===== src/hw/rtl/ssoa_pkg.sv =====
`default_nettype none

package ssoa_pkg;

    // Motion command codes on the result channel
    typedef enum logic [1:0] {
        CMD_FORWARD = 2'd0,
        CMD_STOP    = 2'd1,
        CMD_LEFT    = 2'd2,
        CMD_RIGHT   = 2'd3
    } cmd_t;

    // Configuration register map
    localparam int REG_INDEX_BITS = 2;

    typedef enum logic [REG_INDEX_BITS-1:0] {
        REG_SCAN_LENGTH = 2'd0,
        REG_NEAR_LIMIT  = 2'd1,
        REG_FAR_LIMIT   = 2'd2
    } reg_index_t;

    // Reset values of the configuration registers
    localparam int SCAN_LENGTH_DEFAULT = 360;
    localparam int NEAR_LIMIT_DEFAULT  = 384;
    localparam int FAR_LIMIT_DEFAULT   = 7680;

endpackage

`default_nettype wire


===== src/hw/rtl/scan_sector_obstacle_avoider_unit.sv =====
`default_nettype none

// Scan-sector obstacle avoider. Range samples of a laser scan arrive one per
// transfer; the scan is split into four equal sectors of scan_length/4 samples
// and a running minimum is kept for each (later samples are ignored). On the
// sample marked scan_end the minima are clamped to the far limit and at most one
// motion command is issued, together with the four clamped minima; no command
// comes when neither sector two nor sector three reads below the near limit but
// one equals it exactly, or when sectors one and four tie while turning. The
// block takes one sample per clock while in_stall is low: a sample passes an
// input register, where its sector is decoded, and is then folded into the
// minima and decided on; a command goes to the result register. Only a last
// sample waits on a stalled result register; other samples keep flowing. Write
// the configuration registers only while no scan is in progress.
module scan_sector_obstacle_avoider_unit #(
    parameter int RANGE_BITS = 16,
    parameter int INDEX_BITS = 12,
    localparam int DATA_BITS = (RANGE_BITS > INDEX_BITS) ? RANGE_BITS : INDEX_BITS
) (
    input  wire logic                               clk,
    input  wire logic                               rst_n,

    // configuration write port
    input  wire logic                               wr_en,
    input  wire logic [ssoa_pkg::REG_INDEX_BITS-1:0] wr_index,
    input  wire logic [DATA_BITS-1:0]               wr_data,

    // sample channel
    input  wire logic                               in_valid,
    output logic                                    in_stall,
    input  wire logic [RANGE_BITS-1:0]              range_sample,
    input  wire logic                               scan_end,

    // command channel
    output logic                                    out_valid,
    input  wire logic                               out_stall,
    output logic [1:0]                              command,
    output logic [RANGE_BITS-1:0]                   sector_one_min,
    output logic [RANGE_BITS-1:0]                   sector_two_min,
    output logic [RANGE_BITS-1:0]                   sector_three_min,
    output logic [RANGE_BITS-1:0]                   sector_four_min
);

    localparam int LEN_BITS = INDEX_BITS - 2;

    localparam logic [INDEX_BITS-1:0] SCAN_LENGTH_RESET =
        INDEX_BITS'(ssoa_pkg::SCAN_LENGTH_DEFAULT);
    localparam logic [RANGE_BITS-1:0] NEAR_LIMIT_RESET =
        RANGE_BITS'(ssoa_pkg::NEAR_LIMIT_DEFAULT);
    localparam logic [RANGE_BITS-1:0] FAR_LIMIT_RESET =
        RANGE_BITS'(ssoa_pkg::FAR_LIMIT_DEFAULT);

    // configuration
    logic [INDEX_BITS-1:0] scan_length_reg;
    logic [RANGE_BITS-1:0] near_limit_reg;
    logic [RANGE_BITS-1:0] far_limit_reg;

    // scan state
    logic [INDEX_BITS-1:0] sample_index_reg;
    logic [INDEX_BITS-1:0] sample_index_next;
    logic [RANGE_BITS-1:0] minima_reg [4];
    logic [RANGE_BITS-1:0] minima_next [4];
    logic                  stopped_flag_reg;
    logic                  stopped_flag_next;

    // input register
    logic                  a_valid_reg;
    logic                  a_last_reg;
    logic                  a_hit_reg;
    logic [1:0]            a_sector_reg;
    logic [RANGE_BITS-1:0] a_sample_reg;

    // result register
    logic                  out_valid_reg;
    logic                  out_valid_next;
    ssoa_pkg::cmd_t        cmd_reg;
    logic [RANGE_BITS-1:0] res_min_reg [4];

    logic                  in_take;
    logic                  b_blocked;
    logic                  b_take;

    logic [LEN_BITS-1:0]   sector_len;
    logic [INDEX_BITS-1:0] bound_one;
    logic [INDEX_BITS-1:0] bound_two;
    logic [INDEX_BITS-1:0] bound_three;
    logic [INDEX_BITS-1:0] bound_four;
    logic                  sample_hit;
    logic [1:0]            sample_sector;

    logic [RANGE_BITS-1:0] folded [4];
    logic [RANGE_BITS-1:0] clamped [4];
    logic                  res_has_cmd;
    ssoa_pkg::cmd_t        res_cmd;
    logic                  set_stop;
    logic                  clear_stop;

    // Configuration writes; indexes beyond the map are dropped
    always_ff @(posedge clk or negedge rst_n)
    begin
        if (!rst_n)
        begin
            scan_length_reg <= SCAN_LENGTH_RESET;
            near_limit_reg  <= NEAR_LIMIT_RESET;
            far_limit_reg   <= FAR_LIMIT_RESET;
        end
        else if (wr_en)
        begin
            unique case (wr_index)
                ssoa_pkg::REG_SCAN_LENGTH: scan_length_reg <= wr_data[INDEX_BITS-1:0];
                ssoa_pkg::REG_NEAR_LIMIT:  near_limit_reg  <= wr_data[RANGE_BITS-1:0];
                ssoa_pkg::REG_FAR_LIMIT:   far_limit_reg   <= wr_data[RANGE_BITS-1:0];
                default:                   ;
            endcase
        end
    end

    // Handshake: only a last sample needs the result register free
    assign b_blocked = a_last_reg && out_valid_reg && out_stall;
    assign b_take    = a_valid_reg && !b_blocked;
    assign in_stall  = a_valid_reg && b_blocked;
    assign in_take   = in_valid && !in_stall;

    // Sector boundaries at one, two, three and four sector lengths
    assign sector_len  = scan_length_reg[INDEX_BITS-1:2];
    assign bound_one   = {2'b00, sector_len};
    assign bound_two   = {1'b0, sector_len, 1'b0};
    assign bound_four  = {sector_len, 2'b00};
    assign bound_three = bound_one + bound_two;

    // Decode the sector of the incoming sample
    always_comb
    begin
        sample_hit = (sector_len != '0) && (sample_index_reg < bound_four);
        priority if (sample_index_reg < bound_one)
            sample_sector = 2'd0;
        else if (sample_index_reg < bound_two)
            sample_sector = 2'd1;
        else if (sample_index_reg < bound_three)
            sample_sector = 2'd2;
        else
            sample_sector = 2'd3;
    end

    // Advance the sample index, saturating; restart on the last sample
    always_comb
    begin
        sample_index_next = sample_index_reg;
        if (in_take)
        begin
            if (scan_end)
                sample_index_next = '0;
            else if (sample_index_reg != '1)
                sample_index_next = sample_index_reg + 1'b1;
        end
    end

    always_ff @(posedge clk or negedge rst_n)
    begin
        if (!rst_n)
        begin
            sample_index_reg <= '0;
            a_valid_reg      <= 1'b0;
            a_last_reg       <= 1'b0;
        end
        else
        begin
            sample_index_reg <= sample_index_next;
            if (!in_stall)
            begin
                a_valid_reg <= in_valid;
                a_last_reg  <= in_valid && scan_end;
            end
        end
    end

    // Input register payload
    always_ff @(posedge clk)
    begin
        if (in_take)
        begin
            a_hit_reg    <= sample_hit;
            a_sector_reg <= sample_sector;
            a_sample_reg <= range_sample;
        end
    end

    // Fold the held sample into its sector minimum and clamp
    always_comb
    begin
        for (int k = 0; k < 4; k++)
        begin
            if (a_hit_reg && (a_sector_reg == 2'(k)) && (a_sample_reg < minima_reg[k]))
                folded[k] = a_sample_reg;
            else
                folded[k] = minima_reg[k];
            clamped[k] = (folded[k] < far_limit_reg) ? folded[k] : far_limit_reg;
        end
    end

    // Decide the motion command from the clamped minima
    always_comb
    begin
        res_has_cmd = 1'b0;
        res_cmd     = ssoa_pkg::CMD_FORWARD;
        set_stop    = 1'b0;
        clear_stop  = 1'b0;
        priority if ((clamped[1] > near_limit_reg) && (clamped[2] > near_limit_reg))
        begin
            res_has_cmd = 1'b1;
            res_cmd     = ssoa_pkg::CMD_FORWARD;
            clear_stop  = 1'b1;
        end
        else if ((clamped[1] < near_limit_reg) || (clamped[2] < near_limit_reg))
        begin
            priority if (!stopped_flag_reg)
            begin
                res_has_cmd = 1'b1;
                res_cmd     = ssoa_pkg::CMD_STOP;
                set_stop    = 1'b1;
            end
            else if ((clamped[0] > clamped[1]) && (clamped[0] > clamped[2]))
            begin
                res_has_cmd = 1'b1;
                res_cmd     = ssoa_pkg::CMD_LEFT;
            end
            else if ((clamped[3] > clamped[1]) && (clamped[3] > clamped[2]))
            begin
                res_has_cmd = 1'b1;
                res_cmd     = ssoa_pkg::CMD_RIGHT;
            end
            else if (clamped[0] > clamped[3])
            begin
                res_has_cmd = 1'b1;
                res_cmd     = ssoa_pkg::CMD_LEFT;
            end
            else if (clamped[0] < clamped[3])
            begin
                res_has_cmd = 1'b1;
                res_cmd     = ssoa_pkg::CMD_RIGHT;
            end
            else
            begin
                res_has_cmd = 1'b0;
            end
        end
        else
        begin
            res_has_cmd = 1'b0;
        end
    end

    // Next scan state: keep folded minima, clear them at the end of a scan
    always_comb
    begin
        stopped_flag_next = stopped_flag_reg;
        for (int k = 0; k < 4; k++)
            minima_next[k] = minima_reg[k];
        if (b_take)
        begin
            for (int k = 0; k < 4; k++)
                minima_next[k] = a_last_reg ? '1 : folded[k];
            if (a_last_reg && set_stop)
                stopped_flag_next = 1'b1;
            else if (a_last_reg && clear_stop)
                stopped_flag_next = 1'b0;
        end
        out_valid_next = out_valid_reg && out_stall;
        if (b_take && a_last_reg && res_has_cmd)
            out_valid_next = 1'b1;
    end

    always_ff @(posedge clk or negedge rst_n)
    begin
        if (!rst_n)
        begin
            for (int k = 0; k < 4; k++)
                minima_reg[k] <= '1;
            stopped_flag_reg <= 1'b0;
            out_valid_reg    <= 1'b0;
        end
        else
        begin
            for (int k = 0; k < 4; k++)
                minima_reg[k] <= minima_next[k];
            stopped_flag_reg <= stopped_flag_next;
            out_valid_reg    <= out_valid_next;
        end
    end

    // Result payload, loaded only with a fresh command
    always_ff @(posedge clk)
    begin
        if (b_take && a_last_reg && res_has_cmd)
        begin
            cmd_reg <= res_cmd;
            for (int k = 0; k < 4; k++)
                res_min_reg[k] <= clamped[k];
        end
    end

    assign out_valid        = out_valid_reg;
    assign command          = cmd_reg;
    assign sector_one_min   = res_min_reg[0];
    assign sector_two_min   = res_min_reg[1];
    assign sector_three_min = res_min_reg[2];
    assign sector_four_min  = res_min_reg[3];

    // Only a held last sample may hold up the sample channel
    a_stall_cause: assert property (@(posedge clk) disable iff (!rst_n)
        in_stall |-> (a_valid_reg && a_last_reg && out_valid_reg))
        else $error("sample channel stalled without a pending last sample");

    // The sample index restarts after a last sample
    a_index_restart: assert property (@(posedge clk) disable iff (!rst_n)
        (in_take && scan_end) |=> (sample_index_reg == '0))
        else $error("sample index not cleared at end of scan");

    // Sector minima return to all ones once a scan is decided
    a_minima_clear: assert property (@(posedge clk) disable iff (!rst_n)
        (b_take && a_last_reg) |=> ((minima_reg[0] == '1) && (minima_reg[1] == '1)
                                    && (minima_reg[2] == '1) && (minima_reg[3] == '1)))
        else $error("sector minima not cleared at end of scan");

    // A stop command leaves the stop flag set
    a_stop_flag: assert property (@(posedge clk) disable iff (!rst_n)
        (b_take && a_last_reg && res_has_cmd && (res_cmd == ssoa_pkg::CMD_STOP))
        |=> (stopped_flag_reg && out_valid_reg))
        else $error("stop issued without setting the stop flag");

endmodule

`default_nettype wire

===== config.mk =====
export PLATFORM = sky130hd
export DESIGN_NAME = scan_sector_obstacle_avoider_unit
export DESIGN_NICKNAME = d
export VERILOG_FILES = /design/src/hw/rtl/ssoa_pkg.sv /design/src/hw/rtl/scan_sector_obstacle_avoider_unit.sv
export SDC_FILE = /design/constraint.sdc
export NUM_CORES = 1
export LEC_CHECK = 0
export ABC_AREA = 1
export ABC_CLOCK_PERIOD_IN_PS = 21400
export BUFFER_PORTS_ARGS = -buffer_cell sky130_fd_sc_hd__buf_2
export CORE_MARGIN = 10
export CORE_UTILIZATION = 40
export CTS_CLUSTER_SIZE = 24
export DETAILED_ROUTE_END_ITERATION = 12
export PLACE_DENSITY_LB_ADDON = 0.12
export SLEW_MARGIN = 15
export SYNTH_ARGS = -nofsm -noshare
export SYNTH_HDL_FRONTEND = slang
export SYNTH_SLANG_ARGS = --single-unit

===== constraint.sdc =====
create_clock -name clk -period 21.4 [get_ports clk]
set_input_delay 3.21 -clock clk [delete_from_list [all_inputs] [get_ports clk]]
set_output_delay 3.21 -clock clk [all_outputs]
set_load 0.03 [all_outputs]

==> metrics.md <==
| Metric | Value |
|---|---|
| Multi-input logic area | 8710 um2 |
| Power Dens Cells | 148 nW/um2 |
| Multiplexer share of the synthesized area | 0% |
| Syn. warnings | 0 |
| Achievable clock frequency | 0.126 GHz |
| Area share of fa/ha/maj cells after synthesis | 21.8% |
| Pre-Repair DR Iteration Count | 5 |
| Via count | 13434 |
| Buffers on Ports | 107 |
| R2r setup slk | 13.44 ns |
| Num rows | 72 |
| DR DRC count | 0 |
| Fill cells | 3897 |
| ANT cells | 0 |
| NetSw | 1.28 mW |
| Met2 usage | 30.7% |
| Syn Inst Count | 1927 |
| Switching part of the total | 48.8% |
| Global route overflow | 0 |
| Die Width | 219 um |
| WL/cell | 19.2 um |
| Crit end category | flip-flop |
| FF+latch count, synth | 207 |
| Fin. Hold Viols | 0 |
| Worst slew margin | 29.6% |
| Flop pwr share | 24.4% |
| Syn-to-layout area delta | 12.2% |
| CP max-delay cell | o21ai_0 |
| Mapped Nets | 2242 |
| CP max stage delay | 0.77 ns |
| Setup violations, final | 0 |
| Clock slew at reported path FFs | 0.06 ns |
| Number of global-route vias before repair | 13053 |
| Worst Tran Pin Value | 1.05 ns |
| GRT Total Usage | 20.4% |
| Num CTS Buffers | 25 |
| Clk_lat worst skew | 0.55 ns |
| Critical path data required time | 21.56 ns |
| Root Driver | clkbuf_16 |
| Synth Area in XOR/XNOR | 0.553% |
| Cell family with most CP delay | compound AO/OA/AOI/OAI gates |
| Initial DRC count | 1076 |
| Post-synthesis simple-gate area fraction | 17.1% |
| Core footprint | 38900 um2 |
| Syn avg cell area | 8.22 um2 |
| CP max FO | 66 |
| Post-synth top cells | nand2_1, inv_1, ha_1 |
| # nets final | 2339 |
| Worst VDD drop | 0.0621 mV |
| Cts repair resizes | 0 |
| Ys async rst share | 58.9% |
| Post-synth EDFFs | 85 |
| CTS tree | built |
| Largest net degree at the start of global routing | 67 |
| Area leader, netlist | ha_1 |
| Worst-case clock buffer depth | 3 |
| Share of layout cells above drive strength 1 | 14.1% |
| Max Cap Viol | 0 |
| Clock power frac | 17.0% |
| Cts hold-fix bufs | 0 |
| Synth Area in Compound Gates | 15.5% |
| Crit path DAT | 8.12 ns |
| Status | completed |
| WP buf/inv | 5 |
| Util after Layout | 45.6% |
| Worst Setup Path Type | flip-flop to flip-flop |
| Final Critical Period | 7.96 ns |
| Final Max Tran Viols | 0 |
| Total internal power | 1.34 mW |
| Final worst slack | 13.44 ns |
| Primary FF master, synth | edfxtp_1 |
| Mapped cell area | 15800 um2 |
| Startpoint types | flip-flop |
| Global-route wire length before repair | 76.1 mm |
| Met3 GRT Util | 3.27% |
| Routed Antenna Nets | 0 |
| Die area | 48000 um2 |
| Clock sinks | 207 |
| RSZ-0062 raised after global routing | no |
| Sum Neg Setup Slack | 0 ns |
| Share of the synthesized area in the top cell type | 21.6% |
| Worst hold path type | flip-flop to flip-flop |
| Die Height | 219 um |
| Post-synth cell types | 53 |
| Largest family of logic cells by synthesized area | adder cells |
| Ports | 108 |
| Final period utilization | 37.2% |
| Met1 Use GR | 28.8% |
| H-tree lvl count | 1 |
| Starting density of the core | 40.7% |
| Storage cell area | 5700 um2 |
| Most used cell, CP | nand2_1 |
| Register area share after synthesis | 36.0% |
| Leakage Power | 9.32 nW |
| Skew final | 0.0238 ns |
| Setup Fix Bufs, Post-CTS | 0 |
| Top-count cell post-synth | nand2_1 |
| Routed vias/inst | 5.25 |
| Pre-CTS WS | 13.48 ns |
| Final wirelength | 49.1 mm |
| GRT Max-Usage Layer | met2 |
| Comb power frac | 58.6% |
| Antenna violations before repair | 0 |
| Hpwl dp | 39.7 mm |
| Gpl congestion | 0.924 |
| Top cells by area, synth | ha_1, edfxtp_1, dfstp_2, nand2_1, inv_1 |
==> cells in the final DEF (no fill, tap or decap), drive strengths merged, types with 6 or more instances in the layout <==
master,instances
o21a,8
a211oi,15
dfstp,74
nand3,51
inv,333
o21ai,209
nor2,84
nor3,20
clkinv,6
edfxtp,85
nor4,7
clkbuf,32
o21bai,7
a21oi,108
ha,274
buf,116
nand4,21
xor2,8
a22oi,51
dfrtp,48
a31oi,6
nand2,438
==> path summary, 6_finish.rpt <==
path,from,to,cells past startpoint
hold reg to reg,near_limit_reg[9]$_DFFE_PN0P_,near_limit_reg[9]$_DFFE_PN0P_,2
max in group asynchronous,rst_n,sample_index_reg[11]$_DFFE_PN0P_,2
setup / recovery,minima_reg[29]$_DFFE_PN1P_,res_min_reg[2][15]$_DFFE_PP_,32
setup reg to reg,minima_reg[29]$_DFFE_PN1P_,res_min_reg[2][15]$_DFFE_PP_,32
hold / removal,near_limit_reg[9]$_DFFE_PN0P_,near_limit_reg[9]$_DFFE_PN0P_,2
min in group asynchronous,rst_n,sample_index_reg[0]$_DFFE_PN0P_,1
==> worst min-delay path, delay by kind of cell, from the launching register on <==
family,cells,cell delay [ns]
AOI/OAI and AO/OA,1,0.06
DFF,1,0.34
and+or+nand+nor,1,0.05
==> stage by stage <==
| stage | power [mW] | hold WS (ns) | std cells | instance area (um2) |
|---|---|---|---|---|
| 6_report | 2.62 | 0.484 | 2561 | 17800 |
| 5_1_grt | 2.88 | 0.516 | 2561 | 17800 |
| 4_1_cts | 2.63 | 0.487 | 2561 | 17800 |
| 3_5_place_dp | 2.17 | 0.473 | 2515 | 16900 |
| 3_3_place_gp | 2.14 | 0.466 | 2515 | 16900 |
| 2_1_floorplan | 1.71 | 0.453 | 1927 | 15800 |
==> metal layers <==
metal,part of all wire [%],routed length [um]
met5,0,0
met4,3.8,1860
met3,6.6,3240
met2,43,20900
met1,47,23100
==> power groups by stage <==
| stage | combinational (mW) | clock, mW | sequential (mW) |
|---|---|---|---|
| after CTS | 1.54 | 0.458 | 0.639 |
| after global routing | 1.76 | 0.474 | 0.650 |
| after global placement | 1.49 | 0 | 0.643 |
| after detailed placement | 1.53 | 0 | 0.646 |
| after floorplan | 1.01 | 0 | 0.702 |
| final | 1.54 | 0.447 | 0.639 |
==> cell type report <==
cell class	instances	share of cell area, %
Clock inverter	14	0.930
Inverter	331	7.00
Clock buffer	32	3.90
Timing Repair Buffer	116	3.41
Sequential cell	207	32.1
Tap cell	518	3.65
Multi-Input combinational cell	1343	49.0
==> logic make-up (layout without fill, tap and decap cells) <==
group / after synthesis / count (layout)
AO/OA/AOI/OAI: 426 / 426
XOR/XNOR: 10 / 10
buffers and inverters: 377 / 493
adder cells (fa/ha/maj): 275 / 275
flip-flops: 207 / 207
AND/OR/NAND/NOR: 632 / 632
(Power assumes the default switching activity.)
